### src/sv/pci_pkg.sv
`timescale 1ns / 1ps
`default_nettype none
// ----------------------------------------------------------------------------
// pci_pkg: shared definitions for the polyline / circle intersection block
// Register map, datapath operand and action codes, and the command and
// status bundles exchanged between the controller and the datapath.
// ----------------------------------------------------------------------------
package pci_pkg;

    // Default coordinate width (signed fixed point, 4 fraction bits)
    localparam int COORD_WIDTH_DEFAULT = 16;

    // Configuration register map
    localparam int CFG_INDEX_W = 2;
    localparam logic [CFG_INDEX_W-1:0] REG_CENTER_X = 2'd0;
    localparam logic [CFG_INDEX_W-1:0] REG_CENTER_Y = 2'd1;
    localparam logic [CFG_INDEX_W-1:0] REG_RADIUS   = 2'd2;

    // Multiplier operand sources (sign-magnitude registers in the datapath)
    typedef enum logic [3:0] {
        OPD_U1,   // x1 - cx
        OPD_V1,   // y1 - cy
        OPD_U2,   // x2 - cx
        OPD_V2,   // y2 - cy
        OPD_DX,   // x2 - x1
        OPD_DY,   // y2 - y1
        OPD_R,    // radius
        OPD_C,    // stored line constant c
        OPD_AB,   // stored a^2 + b^2
        OPD_RR    // stored r^2
    } opnd_t;

    // Accumulator capture actions
    typedef enum logic [1:0] {
        ACT_NONE,
        ACT_STORE_RR,
        ACT_STORE_C,
        ACT_STORE_AB
    } act_t;

    // Controller to datapath
    typedef struct packed {
        logic  load;     // latch vertex and form differences
        logic  mul_en;   // issue one digit product
        opnd_t a_sel;
        opnd_t b_sel;
        logic  a_hi;     // use upper digit of operand a
        logic  b_hi;     // use upper digit of operand b
        logic  sub;      // subtract the product
        logic  clr;      // product replaces the accumulator
        act_t  act;
    } dp_cmd_t;

    // Datapath to controller
    typedef struct packed {
        logic acc_neg;
        logic acc_zero;
        logic eq_x;      // x1 == x2
        logic eq_y;      // y1 == y2
    } dp_status_t;

endpackage
`default_nettype wire

### src/sv/pci_datapath.sv
`timescale 1ns / 1ps
`default_nettype none
// ----------------------------------------------------------------------------
// pci_datapath: arithmetic for the edge / circle test
// Holds the circle registers, the previous vertex, the endpoint differences,
// one shared digit multiplier with a registered product, a signed
// accumulator and the stored intermediates c, a^2+b^2 and r^2.
// ----------------------------------------------------------------------------
module pci_datapath #(
    parameter int COORD_WIDTH = pci_pkg::COORD_WIDTH_DEFAULT
) (
    input  logic                                clk,
    input  logic                                rst_n,
    input  logic                                cfg_write,
    input  logic [pci_pkg::CFG_INDEX_W-1:0]     cfg_index,
    input  logic [COORD_WIDTH-1:0]              cfg_data,
    input  logic signed [COORD_WIDTH-1:0]       vertex_x,
    input  logic signed [COORD_WIDTH-1:0]       vertex_y,
    input  pci_pkg::dp_cmd_t                    cmd,
    output pci_pkg::dp_status_t                 status
);

    localparam int W     = COORD_WIDTH;
    localparam int DIG   = W + 1;          // multiplier digit width
    localparam int MAG_W = 2 * DIG;        // two-digit operand magnitude
    localparam int ACC_W = 2 * MAG_W + 1;  // signed accumulator

    typedef struct packed {
        logic         neg;
        logic [W-1:0] mag;
    } sm_t;

    // Sign-extended difference p - q
    function automatic logic [W:0] sdiff(input logic [W-1:0] p, input logic [W-1:0] q);
        logic [W:0] r;
        r = {p[W-1], p} - {q[W-1], q};
        return r;
    endfunction

    // Two's complement to sign-magnitude; magnitude always fits W bits
    function automatic sm_t to_sm(input logic [W:0] d);
        logic [W:0] m;
        sm_t        r;
        m = d[W] ? (~d + 1'b1) : d;
        r.neg = d[W];
        r.mag = m[W-1:0];
        return r;
    endfunction

    logic [W-1:0]     cx_reg;
    logic [W-1:0]     cy_reg;
    logic [W-2:0]     r_reg;
    logic [W-1:0]     prev_x_reg;
    logic [W-1:0]     prev_y_reg;
    sm_t              u1_reg, v1_reg, u2_reg, v2_reg, dx_reg, dy_reg;
    logic             eq_x_reg, eq_y_reg;
    logic             c_neg_reg;
    logic [MAG_W-1:0] c_mag_reg;
    logic [MAG_W-1:0] ab_mag_reg;
    logic [MAG_W-1:0] rr_mag_reg;
    logic [MAG_W:0]   opa, opb;
    logic [DIG-1:0]   a_digit, b_digit;
    logic [2*DIG-1:0] mul_out;
    logic             prod_vld_reg;
    logic [2*DIG-1:0] prod_reg;
    logic             prod_neg_reg;
    logic             prod_clr_reg;
    logic [1:0]       prod_sh_reg;
    logic [ACC_W-1:0] acc_reg;
    logic [ACC_W-1:0] acc_next;
    logic [ACC_W-1:0] ext;
    logic [ACC_W-1:0] ext_sh;
    logic [ACC_W-1:0] acc_abs;

    // Configuration registers
    always_ff @(posedge clk or negedge rst_n)
    begin
        if (!rst_n)
        begin
            cx_reg <= '0;
            cy_reg <= '0;
            r_reg  <= '0;
        end
        else if (cfg_write)
        begin
            case (cfg_index)
                pci_pkg::REG_CENTER_X: cx_reg <= cfg_data;
                pci_pkg::REG_CENTER_Y: cy_reg <= cfg_data;
                pci_pkg::REG_RADIUS:   r_reg  <= cfg_data[W-2:0];
                default: ;
            endcase
        end
    end

    // Previous vertex
    always_ff @(posedge clk or negedge rst_n)
    begin
        if (!rst_n)
        begin
            prev_x_reg <= '0;
            prev_y_reg <= '0;
        end
        else if (cmd.load)
        begin
            prev_x_reg <= vertex_x;
            prev_y_reg <= vertex_y;
        end
    end

    // Endpoint differences, formed as the transaction is taken
    always_ff @(posedge clk)
    begin
        if (cmd.load)
        begin
            u1_reg   <= to_sm(sdiff(prev_x_reg, cx_reg));
            v1_reg   <= to_sm(sdiff(prev_y_reg, cy_reg));
            u2_reg   <= to_sm(sdiff(vertex_x, cx_reg));
            v2_reg   <= to_sm(sdiff(vertex_y, cy_reg));
            dx_reg   <= to_sm(sdiff(vertex_x, prev_x_reg));
            dy_reg   <= to_sm(sdiff(vertex_y, prev_y_reg));
            eq_x_reg <= (vertex_x == prev_x_reg);
            eq_y_reg <= (vertex_y == prev_y_reg);
        end
    end

    // Operand selection: {sign, magnitude}
    function automatic logic [MAG_W:0] pick(input pci_pkg::opnd_t s);
        logic [MAG_W:0] r;
        case (s)
            pci_pkg::OPD_U1: r = {u1_reg.neg, MAG_W'(u1_reg.mag)};
            pci_pkg::OPD_V1: r = {v1_reg.neg, MAG_W'(v1_reg.mag)};
            pci_pkg::OPD_U2: r = {u2_reg.neg, MAG_W'(u2_reg.mag)};
            pci_pkg::OPD_V2: r = {v2_reg.neg, MAG_W'(v2_reg.mag)};
            pci_pkg::OPD_DX: r = {dx_reg.neg, MAG_W'(dx_reg.mag)};
            pci_pkg::OPD_DY: r = {dy_reg.neg, MAG_W'(dy_reg.mag)};
            pci_pkg::OPD_R:  r = {1'b0, MAG_W'(r_reg)};
            pci_pkg::OPD_C:  r = {c_neg_reg, c_mag_reg};
            pci_pkg::OPD_AB: r = {1'b0, ab_mag_reg};
            pci_pkg::OPD_RR: r = {1'b0, rr_mag_reg};
            default:         r = '0;
        endcase
        return r;
    endfunction

    always_comb
    begin
        opa     = pick(cmd.a_sel);
        opb     = pick(cmd.b_sel);
        a_digit = cmd.a_hi ? opa[MAG_W-1:DIG] : opa[DIG-1:0];
        b_digit = cmd.b_hi ? opb[MAG_W-1:DIG] : opb[DIG-1:0];
    end

    // Shared digit multiplier
    assign mul_out = a_digit * b_digit;

    always_ff @(posedge clk or negedge rst_n)
    begin
        if (!rst_n)
            prod_vld_reg <= 1'b0;
        else
            prod_vld_reg <= cmd.mul_en;
    end

    always_ff @(posedge clk)
    begin
        if (cmd.mul_en)
        begin
            prod_reg     <= mul_out;
            prod_neg_reg <= opa[MAG_W] ^ opb[MAG_W] ^ cmd.sub;
            prod_clr_reg <= cmd.clr;
            prod_sh_reg  <= {1'b0, cmd.a_hi} + {1'b0, cmd.b_hi};
        end
    end

    // Align the product by its digit position and accumulate
    always_comb
    begin
        ext = ACC_W'(prod_reg);
        case (prod_sh_reg)
            2'd1:    ext_sh = ext << DIG;
            2'd2:    ext_sh = ext << (2 * DIG);
            default: ext_sh = ext;
        endcase
        acc_next = (prod_clr_reg ? '0 : acc_reg)
                 + (prod_neg_reg ? (~ext_sh + 1'b1) : ext_sh);
        acc_abs  = acc_reg[ACC_W-1] ? (~acc_reg + 1'b1) : acc_reg;
    end

    always_ff @(posedge clk)
    begin
        if (prod_vld_reg)
            acc_reg <= acc_next;
    end

    // Intermediate stores taken from the accumulator
    always_ff @(posedge clk)
    begin
        case (cmd.act)
            pci_pkg::ACT_STORE_RR: rr_mag_reg <= acc_abs[MAG_W-1:0];
            pci_pkg::ACT_STORE_C:
            begin
                c_neg_reg <= acc_reg[ACC_W-1];
                c_mag_reg <= acc_abs[MAG_W-1:0];
            end
            pci_pkg::ACT_STORE_AB: ab_mag_reg <= acc_abs[MAG_W-1:0];
            default: ;
        endcase
    end

    assign status.acc_neg  = acc_reg[ACC_W-1];
    assign status.acc_zero = (acc_reg == '0);
    assign status.eq_x     = eq_x_reg;
    assign status.eq_y     = eq_y_reg;

endmodule
`default_nettype wire

### src/sv/pci_ctrl.sv
`timescale 1ns / 1ps
`default_nettype none
// ----------------------------------------------------------------------------
// pci_ctrl: sequencer for the polyline / circle intersection block
// Takes vertex transactions, steps the datapath through the products of
// one edge test, keeps the polygon state and holds the result register.
// ----------------------------------------------------------------------------
module pci_ctrl (
    input  logic                 clk,
    input  logic                 rst_n,
    input  logic                 in_valid,
    output logic                 in_ready,
    input  logic                 first_vertex,
    input  logic                 last_vertex,
    output logic                 out_valid,
    input  logic                 out_ready,
    output logic                 intersects,
    output pci_pkg::dp_cmd_t     cmd,
    input  pci_pkg::dp_status_t  status
);

    typedef enum logic [4:0] {
        S_IDLE,
        S_RR,  S_D1A, S_D1B, S_D1C,
        S_D2A, S_D2B, S_D2C, S_D2W, S_K2,
        S_LA,  S_LB,  S_LW,  S_LK,
        S_GA,  S_GB,  S_GC,  S_GD,  S_GE, S_GF,
        S_QC,  S_QW,  S_QK,
        S_DA,  S_DB,  S_DC,  S_DD,  S_DE, S_DF,
        S_EMIT
    } state_t;

    state_t     state_reg;
    logic       have_prev_reg;
    logic       hit_reg;
    logic       last_reg;
    logic       k1_neg_reg;
    logic       k1_zero_reg;
    logic [2:0] q_reg;
    logic       out_valid_reg;
    logic       intersects_reg;
    logic       accept;
    logic       hp_eff;
    logic       hit_eff;
    logic       acc_pos;
    logic       ends_cross;
    logic       both_in;
    state_t     state_done;

    assign in_ready   = (state_reg == S_IDLE);
    assign accept     = in_valid && in_ready;
    assign out_valid  = out_valid_reg;
    assign intersects = intersects_reg;

    // Edge state after a possible new-polygon clear
    assign hp_eff  = have_prev_reg && !first_vertex;
    assign hit_eff = hit_reg && !first_vertex;

    // Decisions on the accumulator and on the two endpoint tests
    assign acc_pos    = !status.acc_neg && !status.acc_zero;
    assign ends_cross = k1_zero_reg || status.acc_zero || (k1_neg_reg != status.acc_neg);
    assign both_in    = k1_neg_reg && status.acc_neg;
    assign state_done = last_reg ? S_EMIT : S_IDLE;

    // Command decode
    always_comb
    begin
        cmd.load   = accept;
        cmd.mul_en = 1'b0;
        cmd.a_sel  = pci_pkg::OPD_U1;
        cmd.b_sel  = pci_pkg::OPD_U1;
        cmd.a_hi   = 1'b0;
        cmd.b_hi   = 1'b0;
        cmd.sub    = 1'b0;
        cmd.clr    = 1'b0;
        cmd.act    = pci_pkg::ACT_NONE;
        case (state_reg)
            // r^2, then d1 - r^2, then d2 - r^2
            S_RR:
            begin
                cmd.mul_en = 1'b1; cmd.clr = 1'b1;
                cmd.a_sel = pci_pkg::OPD_R; cmd.b_sel = pci_pkg::OPD_R;
            end
            S_D1A:
            begin
                cmd.mul_en = 1'b1; cmd.clr = 1'b1;
                cmd.a_sel = pci_pkg::OPD_U1; cmd.b_sel = pci_pkg::OPD_U1;
            end
            S_D1B:
            begin
                cmd.mul_en = 1'b1; cmd.act = pci_pkg::ACT_STORE_RR;
                cmd.a_sel = pci_pkg::OPD_V1; cmd.b_sel = pci_pkg::OPD_V1;
            end
            S_D1C:
            begin
                cmd.mul_en = 1'b1; cmd.sub = 1'b1;
                cmd.a_sel = pci_pkg::OPD_R; cmd.b_sel = pci_pkg::OPD_R;
            end
            S_D2A:
            begin
                cmd.mul_en = 1'b1; cmd.clr = 1'b1;
                cmd.a_sel = pci_pkg::OPD_U2; cmd.b_sel = pci_pkg::OPD_U2;
            end
            S_D2B:
            begin
                cmd.mul_en = 1'b1;
                cmd.a_sel = pci_pkg::OPD_V2; cmd.b_sel = pci_pkg::OPD_V2;
            end
            S_D2C:
            begin
                cmd.mul_en = 1'b1; cmd.sub = 1'b1;
                cmd.a_sel = pci_pkg::OPD_R; cmd.b_sel = pci_pkg::OPD_R;
            end
            // axis-aligned line: offset^2 - r^2
            S_LA:
            begin
                cmd.mul_en = 1'b1; cmd.clr = 1'b1;
                cmd.a_sel = status.eq_x ? pci_pkg::OPD_U1 : pci_pkg::OPD_V1;
                cmd.b_sel = status.eq_x ? pci_pkg::OPD_U1 : pci_pkg::OPD_V1;
            end
            S_LB:
            begin
                cmd.mul_en = 1'b1; cmd.sub = 1'b1;
                cmd.a_sel = pci_pkg::OPD_R; cmd.b_sel = pci_pkg::OPD_R;
            end
            // general line: c = u1*v2 - v1*u2, a^2 + b^2 = dx^2 + dy^2
            S_GA:
            begin
                cmd.mul_en = 1'b1; cmd.clr = 1'b1;
                cmd.a_sel = pci_pkg::OPD_U1; cmd.b_sel = pci_pkg::OPD_V2;
            end
            S_GB:
            begin
                cmd.mul_en = 1'b1; cmd.sub = 1'b1;
                cmd.a_sel = pci_pkg::OPD_V1; cmd.b_sel = pci_pkg::OPD_U2;
            end
            S_GC:
            begin
                cmd.mul_en = 1'b1; cmd.clr = 1'b1;
                cmd.a_sel = pci_pkg::OPD_DX; cmd.b_sel = pci_pkg::OPD_DX;
            end
            S_GD:
            begin
                cmd.mul_en = 1'b1; cmd.act = pci_pkg::ACT_STORE_C;
                cmd.a_sel = pci_pkg::OPD_DY; cmd.b_sel = pci_pkg::OPD_DY;
            end
            S_GF:
                cmd.act = pci_pkg::ACT_STORE_AB;
            // c*c - ab*rr over digit pairs
            S_QC:
            begin
                cmd.mul_en = 1'b1;
                cmd.clr    = (q_reg == 3'd0);
                cmd.sub    = q_reg[2];
                cmd.a_hi   = q_reg[1];
                cmd.b_hi   = q_reg[0];
                cmd.a_sel  = q_reg[2] ? pci_pkg::OPD_AB : pci_pkg::OPD_C;
                cmd.b_sel  = q_reg[2] ? pci_pkg::OPD_RR : pci_pkg::OPD_C;
            end
            // projection: u1*dx + v1*dy < 0 and u2*dx + v2*dy > 0
            S_DA:
            begin
                cmd.mul_en = 1'b1; cmd.clr = 1'b1;
                cmd.a_sel = pci_pkg::OPD_U1; cmd.b_sel = pci_pkg::OPD_DX;
            end
            S_DB:
            begin
                cmd.mul_en = 1'b1;
                cmd.a_sel = pci_pkg::OPD_V1; cmd.b_sel = pci_pkg::OPD_DY;
            end
            S_DC:
            begin
                cmd.mul_en = 1'b1; cmd.clr = 1'b1;
                cmd.a_sel = pci_pkg::OPD_U2; cmd.b_sel = pci_pkg::OPD_DX;
            end
            S_DD:
            begin
                cmd.mul_en = 1'b1;
                cmd.a_sel = pci_pkg::OPD_V2; cmd.b_sel = pci_pkg::OPD_DY;
            end
            default: ;
        endcase
    end

    // State, polygon state and result register
    always_ff @(posedge clk or negedge rst_n)
    begin
        if (!rst_n)
        begin
            state_reg      <= S_IDLE;
            have_prev_reg  <= 1'b0;
            hit_reg        <= 1'b0;
            last_reg       <= 1'b0;
            k1_neg_reg     <= 1'b0;
            k1_zero_reg    <= 1'b0;
            q_reg          <= '0;
            out_valid_reg  <= 1'b0;
            intersects_reg <= 1'b0;
        end
        else
        begin
            // S_EMIT reloads the result register on its own
            if (out_valid_reg && out_ready && state_reg != S_EMIT)
                out_valid_reg <= 1'b0;

            case (state_reg)
                S_IDLE:
                begin
                    if (accept)
                    begin
                        have_prev_reg <= 1'b1;
                        hit_reg       <= hit_eff;
                        last_reg      <= last_vertex;
                        if (hp_eff && !hit_eff)
                            state_reg <= S_RR;
                        else if (last_vertex)
                            state_reg <= S_EMIT;
                    end
                end
                S_RR:  state_reg <= S_D1A;
                S_D1A: state_reg <= S_D1B;
                S_D1B: state_reg <= S_D1C;
                S_D1C: state_reg <= S_D2A;
                S_D2A: state_reg <= S_D2B;
                S_D2B:
                begin
                    k1_neg_reg  <= status.acc_neg;
                    k1_zero_reg <= status.acc_zero;
                    state_reg   <= S_D2C;
                end
                S_D2C: state_reg <= S_D2W;
                S_D2W: state_reg <= S_K2;
                S_K2:
                begin
                    if (ends_cross)
                    begin
                        hit_reg   <= 1'b1;
                        state_reg <= state_done;
                    end
                    else if (both_in)
                    begin
                        hit_reg   <= 1'b0;
                        state_reg <= state_done;
                    end
                    else if (status.eq_x || status.eq_y)
                        state_reg <= S_LA;
                    else
                        state_reg <= S_GA;
                end
                S_LA: state_reg <= S_LB;
                S_LB: state_reg <= S_LW;
                S_LW: state_reg <= S_LK;
                S_LK:
                begin
                    if (acc_pos)
                    begin
                        hit_reg   <= 1'b0;
                        state_reg <= state_done;
                    end
                    else
                        state_reg <= S_DA;
                end
                S_GA: state_reg <= S_GB;
                S_GB: state_reg <= S_GC;
                S_GC: state_reg <= S_GD;
                S_GD: state_reg <= S_GE;
                S_GE: state_reg <= S_GF;
                S_GF:
                begin
                    q_reg     <= '0;
                    state_reg <= S_QC;
                end
                S_QC:
                begin
                    q_reg <= q_reg + 3'd1;
                    if (q_reg == 3'd7)
                        state_reg <= S_QW;
                end
                S_QW: state_reg <= S_QK;
                S_QK:
                begin
                    if (acc_pos)
                    begin
                        hit_reg   <= 1'b0;
                        state_reg <= state_done;
                    end
                    else
                        state_reg <= S_DA;
                end
                S_DA: state_reg <= S_DB;
                S_DB: state_reg <= S_DC;
                S_DC: state_reg <= S_DD;
                S_DD:
                begin
                    // first projection must be negative here
                    if (!status.acc_neg)
                    begin
                        hit_reg   <= 1'b0;
                        state_reg <= state_done;
                    end
                    else
                        state_reg <= S_DE;
                end
                S_DE: state_reg <= S_DF;
                S_DF:
                begin
                    hit_reg   <= acc_pos;
                    state_reg <= state_done;
                end
                S_EMIT:
                begin
                    if (!out_valid_reg || out_ready)
                    begin
                        out_valid_reg  <= 1'b1;
                        intersects_reg <= hit_reg;
                        have_prev_reg  <= 1'b0;
                        hit_reg        <= 1'b0;
                        state_reg      <= S_IDLE;
                    end
                end
                default: state_reg <= S_IDLE;
            endcase
        end
    end

endmodule
`default_nettype wire

### src/sv/polyline_circle_intersect.sv
`timescale 1ns / 1ps
`default_nettype none
// ----------------------------------------------------------------------------
// polyline_circle_intersect: streamed polygon edge / circle intersection test
// Vertices arrive one per transaction; each edge from the previous vertex is
// tested against the configured circle until one intersects, and one flag is
// returned after the vertex marked last.
//
//   channel  direction  handshake               payload
//   in       input      in_valid / in_ready     vertex_x, vertex_y,
//                                               first_vertex, last_vertex
//   out      output     out_valid / out_ready   intersects
//   cfg      input      cfg_write               cfg_index, cfg_data
//
// A vertex that closes no edge leaves the block idle, or goes to the result
// step when it is the last one. An edge test ends early when an endpoint
// decides it and otherwise runs the axis-aligned or general line test; the
// single shared digit multiplier issues one product per cycle in its product steps.
// Reset clears the polygon state, the circle registers and the result.
// The result register frees the input side; a stalled result only holds
// back the next last vertex at its result step.
// ----------------------------------------------------------------------------
module polyline_circle_intersect #(
    parameter int COORD_WIDTH = pci_pkg::COORD_WIDTH_DEFAULT
) (
    input  logic                             clk,
    input  logic                             rst_n,
    input  logic                             cfg_write,
    input  logic [pci_pkg::CFG_INDEX_W-1:0]  cfg_index,
    input  logic [COORD_WIDTH-1:0]           cfg_data,
    input  logic                             in_valid,
    output logic                             in_ready,
    input  logic signed [COORD_WIDTH-1:0]    vertex_x,
    input  logic signed [COORD_WIDTH-1:0]    vertex_y,
    input  logic                             first_vertex,
    input  logic                             last_vertex,
    output logic                             out_valid,
    input  logic                             out_ready,
    output logic                             intersects
);

    pci_pkg::dp_cmd_t    cmd;
    pci_pkg::dp_status_t status;

    // Sequencer
    pci_ctrl u_ctrl (
        .clk          (clk),
        .rst_n        (rst_n),
        .in_valid     (in_valid),
        .in_ready     (in_ready),
        .first_vertex (first_vertex),
        .last_vertex  (last_vertex),
        .out_valid    (out_valid),
        .out_ready    (out_ready),
        .intersects   (intersects),
        .cmd          (cmd),
        .status       (status)
    );

    // Arithmetic
    pci_datapath #(
        .COORD_WIDTH (COORD_WIDTH)
    ) u_datapath (
        .clk       (clk),
        .rst_n     (rst_n),
        .cfg_write (cfg_write),
        .cfg_index (cfg_index),
        .cfg_data  (cfg_data),
        .vertex_x  (vertex_x),
        .vertex_y  (vertex_y),
        .cmd       (cmd),
        .status    (status)
    );

    // No product is issued while the block waits for a transaction
    a_no_mul_idle: assert property (@(posedge clk) disable iff (!rst_n)
        !(in_ready && cmd.mul_en))
        else $error("multiplier issued while idle");

    // A taken last vertex always leaves idle to finish the polygon
    a_last_busy: assert property (@(posedge clk) disable iff (!rst_n)
        (in_valid && in_ready && last_vertex) |=> !in_ready)
        else $error("last vertex did not start result step");

    // Intermediate stores never coincide with a vertex load
    a_store_load: assert property (@(posedge clk) disable iff (!rst_n)
        (cmd.act != pci_pkg::ACT_NONE) |-> !cmd.load)
        else $error("store action during vertex load");

    // A new result appears only from the busy result step
    a_result_busy: assert property (@(posedge clk) disable iff (!rst_n)
        $rose(out_valid) |-> !$past(in_ready))
        else $error("result raised while idle");

endmodule
`default_nettype wire
### config.mk
export PLATFORM = sky130hd
export DESIGN_NAME = polyline_circle_intersect
export DESIGN_NICKNAME = d
export VERILOG_FILES = /design/src/sv/pci_pkg.sv /design/src/sv/pci_datapath.sv /design/src/sv/pci_ctrl.sv /design/src/sv/polyline_circle_intersect.sv
export SDC_FILE = /design/constraint.sdc
export NUM_CORES = 2
export LEC_CHECK = 0
export BUFFER_PORTS_ARGS = -buffer_cell sky130_fd_sc_hd__buf_2
export CAP_MARGIN = 20
export CORE_UTILIZATION = 60
export DETAILED_ROUTE_END_ITERATION = 12
export PLACE_DENSITY = 0.74
export SLEW_MARGIN = 10
export SYNTH_ARGS = -nofsm -noshare
export SYNTH_HDL_FRONTEND = slang
export SYNTH_SLANG_ARGS = --single-unit
### constraint.sdc
create_clock -name clk -period 10.2 [get_ports clk]
set_input_delay 0.51 -clock clk [delete_from_list [all_inputs] [get_ports clk]]
set_output_delay 0.51 -clock clk [all_outputs]
set_load 0.02 [all_outputs]
After elaboration in Yosys (flattened, before gate mapping)
Cells that the tools add are included.
{"block": "totals", "register_bits": 409, "input_bits": 57, "out_inout_bits": 3, "elab_cells": 217}
{"block": "classes", "n_addsub": 17, "multipliers": 1, "n_eq_ne": 66, "mux": 47, "bitwise_logic": 10, "n_reduce_logical": 38}
{"op": "$pmux 35 s10", "n": 2}
{"op": "$pmux 5 s29", "n": 1}
{"op": "$mux 69", "n": 2}
{"op": "$pmux 68 s2", "n": 1}
{"op": "$pmux 9 s15", "n": 1}
{"op": "$sub 16x16->17", "n": 6}
{"op": "$add 16x1->16 const B", "n": 6}
{"op": "$mux 16", "n": 6}
{"op": "$not 16->16", "n": 6}
{"op": "$eq 5x5->1 const B", "n": 14}
{"op": "$add 69x1->69 const B", "n": 1}
{"op": "$add 69x69->69", "n": 1}
{"op": "$logic_not 69->1", "n": 1}
{"op": "$not 68->69", "n": 1}
{"op": "$mux 5", "n": 10}
{"op": "$eq 5x4->1 const B", "n": 8}
{"op": "$add 34x1->34 const B", "n": 1}
{"op": "$mul 17x17->34", "n": 1}
{"op": "$mux 17", "n": 2}
{"op": "$mux 34", "n": 1}
{"op": "$not 34->34", "n": 1}
{"op": "$eq 16x16->1", "n": 2}
{"op": "$eq 4x3->1 const B", "n": 8}
{"op": "$eq 5x3->1 const B", "n": 4}
{"op": "other kinds (41)", "n": 92}

Depth between registers and ports, before layout
{"block": "logic_depth", "word_depth": 7, "ltp_mapped": 37, "mapped_depth_nobuf": 33}

Cells and area by module
Synthesis repeated with hierarchy kept, for this count alone.
{"block": "hier_totals", "hier_cells": 4400, "area_unflattened_um2": 40159.8}
{"module": "pci_datapath", "instances": 1, "cells_each": 4168, "area_each_um2": 38532.0, "seq_area_each_um2": 11431.0}
{"module": "pci_ctrl", "instances": 1, "cells_each": 232, "area_each_um2": 1627.8, "seq_area_each_um2": 375.4}

Worst setup path before layout
OpenSTA, ideal clock, no wires.
{"block": "synth_timing", "path_kind": "register to register", "startpoint": "register u_ctrl.state_reg[1]", "endpoint": "register u_datapath.prod_reg[33] (data pin)", "setup_time_ns": 0.260, "arrival_ns": 8.989, "required_time_ns": 9.940, "path_slack_ns": 0.951, "path_stages_with_launch": 32, "n_path_buf": 5, "period_less_slack_ns": 9.249, "path_cell_list": "dfrtp_1 buf_2 buf_2 nand2b_1 clkbuf_1 nor2_1 clkbuf_1 nand2_1 nand3_1 a21oi_1 a32oi_1 clkbuf_1 nand2_1 fa_1 fa_1 fa_1 inv_1 fa_1 fa_1 inv_1 fa_1 inv_1 ha_1 a21o_1 a211o_1 o31ai_1 o211a_1 a311oi_1 a2111oi_2 o21ai_0 a21oi_1 xnor2_1"}
{"block": "synth_via", "elab_chain_len": 7, "elab_cells_between_ends": 46, "classes_between": "mul (1); eq/ne (36); mux (6); reduce/logical (3)"}
{"item": "from (decl)", "line_no": "pci_ctrl.sv:33", "text": "state_t state_reg;"}
{"item": "from (signal assigned)", "line_no": "pci_ctrl.sv:238", "text": "state_reg <= state_done;"}
{"item": "from (signal assigned)", "line_no": "pci_ctrl.sv:243", "text": "state_reg <= state_done;"}
{"item": "from (signal assigned)", "line_no": "pci_ctrl.sv:258", "text": "state_reg <= state_done;"}
{"item": "$eq 5x1->1, or another cell as far along", "line_no": "pci_ctrl.sv:77", "text": "case (state_reg)"}
{"item": "$reduce_or 4->1 (no line)"}
{"item": "$pmux 9 s15", "line_no": "pci_ctrl.sv:77"}
{"item": "$eq 4x4->1, or another cell as far along", "line_no": "pci_datapath.sv:129", "text": "case (s)"}
{"item": "$pmux 35 s10", "line_no": "pci_datapath.sv:129"}
{"item": "$mux 17, on equally long branches", "line_no": "pci_datapath.sv:149, pci_datapath.sv:150"}
{"item": "$mul 17x17->34 *", "line_no": "pci_datapath.sv:154", "text": "assign mul_out = a_digit * b_digit;"}
{"item": "named net u_datapath.mul_out[33]", "line_no": "pci_datapath.sv:63", "text": "logic [2*DIG-1:0] mul_out;"}
{"item": "to (signal assigned)", "line_no": "pci_datapath.sv:168", "text": "prod_reg <= mul_out;"}
{"item": "to (decl)", "line_no": "pci_datapath.sv:65", "text": "logic [2*DIG-1:0] prod_reg;"}
Mark *: on every way through the listed nets, which the timed path passes. The rest lies on a longest branch.
A chain may end at the register's enable or synchronous reset.

Worst setup path in the final report
{"block": "layout_timing", "startpoint": "register u_ctrl.state_reg[3]", "endpoint": "register u_datapath.prod_reg[33] (data pin)"}
The elaborated chain is that of the path after synthesis.

==> results.sh <==
export IMPL_status="finished, final reports clean"
export IMPL_worst_path_largest_cell_delay_ns=0.79
export IMPL_number_of_nets_in_the_final_layout=5004
export IMPL_timing_critical_path_required_ns=10.57
export IMPL_slowest_stage="and2_1"
export IMPL_postCtsResizedCells=0
export IMPL_critPathCaptureType="register"
export IMPL_dp_hpwl_mm=98.5
export IMPL_synthMuxAreaShare=0.0197
export IMPL_post_synth_inst_count=4417
export IMPL_crit_path_frequent_cell="fa_1"
export IMPL_drt_wirelength_per_cell_um=23.6
export IMPL_place_congestion=1.03
export IMPL_grt_start_max_net_pins=86
export IMPL_warnings_synthesis=0
export IMPL_maximum_buffer_depth_of_the_clock_tree=3
export IMPL_cts_clk_slew_worst_paths_ns=0.06
export IMPL_synth_async_reset_ratio=0.232
export IMPL_period_needed_ns=9.62
export IMPL_antenna_found_initial=2
export IMPL_synth_edff_count=314
export IMPL_critical_path_max_fanout=22
export IMPL_yosys_most_used_dff="edfxtp_1"
export IMPL_min_period_over_period=0.943
export IMPL_syn_cell_area_mm2=0.0398
export IMPL_starting_density_of_the_core=0.606
export IMPL_synth_ff_latch_count=409
export IMPL_die_x_um=259
export IMPL_layout_drive_gt1_share=0.0738
export IMPL_final_area_mm2=0.0428
export IMPL_cts_num_sinks=409
export IMPL_die_area_mm2=0.0673
export IMPL_route_met2_wl_mm=54.0
export IMPL_cts_buffers=49
export IMPL_synthesized_area_fraction_occupied_by_adder_cells=0.207
export IMPL_remaining_design_rule_violation_count=0
export IMPL_rsz0062_at_grt="false"
export IMPL_number_of_top_level_pins=60
export IMPL_max_cap_violations=0
export IMPL_criticalPathCategory="reg -> reg"
export IMPL_ctsHtreeMaxLevel=2
export IMPL_worst_setup_slack_for_register_to_register_paths_ns=0.58
export IMPL_part_of_the_yosys_area_used_for_sequential_elements=0.297
export IMPL_grt_overflow_total=0
export IMPL_postSynthNetCount=4992
export IMPL_core_area_mm2=0.0656
export IMPL_critical_path_arrival_ns=10.00
export IMPL_wl_met3_mm=13.5
export IMPL_largest_register_ff_count=69
export IMPL_main_combinational_cell_family_by_area_after_synthesis="adder cells"
export IMPL_post_synth_xor_area_fraction=0.0692
export IMPL_wirelength_mm=126
export IMPL_layout_filler_cells=5524
export IMPL_tightest_slew_ns=1.01
export IMPL_critPathLaunchType="register"
export IMPL_synth_area_per_cell_um2=9.00
export IMPL_total_of_buffers_placed_on_input_and_output_ports=59
export IMPL_post_place_cells=5240
export IMPL_max_slew_margin_rel=0.326
export IMPL_slew_viol_final=0
export IMPL_cts_tree="built"
export IMPL_top_layer="met5"
export IMPL_root_buffer="clkbuf_16"
export IMPL_antenna_diode_count=0
export IMPL_drt_iter0_drc=3783
export IMPL_finalHoldWorstSlack_ns=0.111
export IMPL_vias=33800
export IMPL_route_layer_met1_wl_mm=54.3
export IMPL_clk_insertion_delay_late_ns=0.64
export IMPL_dpl_instance_area_mm2=0.0411
export IMPL_final_hold_violation_count=0
export IMPL_synth_distinct_cells=105
export IMPL_floorplan_rows=94
export IMPL_ant_nets=0
export IMPL_grt_pass1_wl_mm=193
export IMPL_hold_path_class="in -> reg"
export IMPL_drt_pass1_iterations=7
export IMPL_fmax_mhz=104
export IMPL_clock_skew_final_ns=0.0253
export IMPL_die_h_um=259
export IMPL_number_of_global_route_vias_before_repair=32400
export IMPL_synth_compound_area_share=0.177
export IMPL_instances_no_fill=5333
export IMPL_totalNegativeSetupSlack_ns=0
export IMPL_final_seq_area_mm2=0.0118
export IMPL_groute_usage_overall=0.376
export IMPL_detail_route_vias_per_cell=6.34
export IMPL_area_growth_syn_to_layout_pct=7.72
export IMPL_finalSetupViolations=0
export IMPL_multi_input_comb_area_mm2=0.0256
export IMPL_post_synth_and_or_nand_nor_area_fraction=0.169
-- kinds of logic after synthesis --
logic type / Yosys count
multiplexers: 73
adder cells (fa/ha/maj): 519
AO/OA/AOI/OAI: 1062
XOR/XNOR: 314
AND/OR/NAND/NOR: 1397
flip-flops: 409
buffers and inverters: 643
-- worst paths after layout --
path / start / cells past startpoint / to
min in group asynchronous: rst_n / 2 / u_datapath.prev_y_reg[14]$_DFFE_PN0P_
worst min register to register: u_ctrl.have_prev_reg$_DFFE_PN0P_ / 2 / u_ctrl.have_prev_reg$_DFFE_PN0P_
worst min-delay path: vertex_y[8] / 3 / u_datapath.prev_y_reg[8]$_DFFE_PN0P_
worst max register to register: u_ctrl.state_reg[3]$_DFFE_PN0P_ / 29 / u_datapath.prod_reg[33]$_DFFE_PN_
worst max-delay path: u_ctrl.state_reg[3]$_DFFE_PN0P_ / 29 / u_datapath.prod_reg[33]$_DFFE_PN_
max in group asynchronous: rst_n / 3 / u_datapath.prod_vld_reg$_DFF_PN0_
-- critical path, delay by kind of cell (launching register included) --
| kind | cells | cell delay [ns] |
|---|---|---|
| compound gates | 10 | 2.85 |
| xor+xnor | 1 | 0.08 |
| fa+ha+maj | 7 | 3.40 |
| buf+inv | 4 | 0.31 |
| flops | 1 | 0.53 |
| simple gates | 7 | 2.17 |
-- stage by stage --
| step | util | worst slack (ns) |
|---|---|---|
| global route | 0.653 | 0.150 |
| floorplan | - | 0.951 |
| detailed placement | 0.627 | 0.805 |
| CTS | 0.653 | 0.766 |
| global placement | 0.627 | 0.849 |
| finish | 0.653 | 0.577 |
-- cells in the final DEF (no fill, tap or decap), drive strengths merged, types with 63 or more instances in the layout --
cell type  Yosys  routed
nand3         83      83
and2          63      63
xnor2        222     222
nand2        513     513
o21ai        262     262
fa           231     231
nor3          78      78
xor2          92      92
a21oi        257     257
inv          456     461
ha           287     287
edfxtp       314     314
buf           36     145
nor2b        128     128
nor2         302     302
dfrtp         95      95
-- timing repair --
item                      4_1_cts  5_1_grt
hold buffers                    1        0
hold endpoints to repair       33        0
setup buffers                   0        0
-- Yosys cell counts (10+ instances only) --
library cell  count  area share
edfxtp_1        314        0.24
o22ai_1          12      0.0019
mux2_2           40       0.011
nand2_1         513       0.048
xnor2_1         222       0.049
a21o_1           53       0.010
clkbuf_1        149       0.014
a211oi_1         28      0.0053
buf_1            11      0.0010
a211o_1          10      0.0022
a22oi_1          49      0.0093
a31oi_1          35      0.0055
o31ai_1          42      0.0079
nand2b_1         41      0.0065
mux2i_1          32      0.0081
a21oi_1         256       0.032
a221oi_1         44      0.0097
buf_2            23      0.0029
or3_1            30      0.0047
a21boi_0         14      0.0026
nor4_1           32      0.0050
or2_2            22      0.0035
a32o_1           14      0.0035
xor2_1           92       0.020
ha_1            287       0.090
o21a_1           35      0.0066
inv_1           455       0.043
nand3_1          81       0.010
a32oi_1          20      0.0044
o21ai_1          14      0.0018
and2_1           62      0.0098
o211ai_1         17      0.0032
nand3b_1         10      0.0019
o21ai_0         248       0.031
fa_1            231        0.12
nor3_1           76      0.0096
o21bai_1         36      0.0068
and3_1           16      0.0025
a22o_1           27      0.0059
nor2_1          297       0.028
nor2b_1         128       0.020
dfrtp_1          95       0.060
a311oi_1         15      0.0033
nand4_1          28      0.0044
-- layout make-up --
class / count / area share
Clock buffer: 61 / 0.0306
Tap cell: 864 / 0.0252
Clock inverter: 30 / 0.00862
Sequential cell: 409 / 0.276
Timing Repair Buffer: 146 / 0.0228
Multi-Input combinational cell: 3365 / 0.597
Inverter: 458 / 0.0402
-- per-layer routing --
layer | global-route usage | vias to the layer above
li1 | - | 15500
met1 | 0.545 | 16500
met2 | 0.564 | 1532
met3 | 0.0812 | 254
met4 | 0.112 | 2
met5 | 0 | -
Power is left out: the tool's default activity adds up to more than one toggle a clock period on the data nets, which glitch-free logic cannot reach.
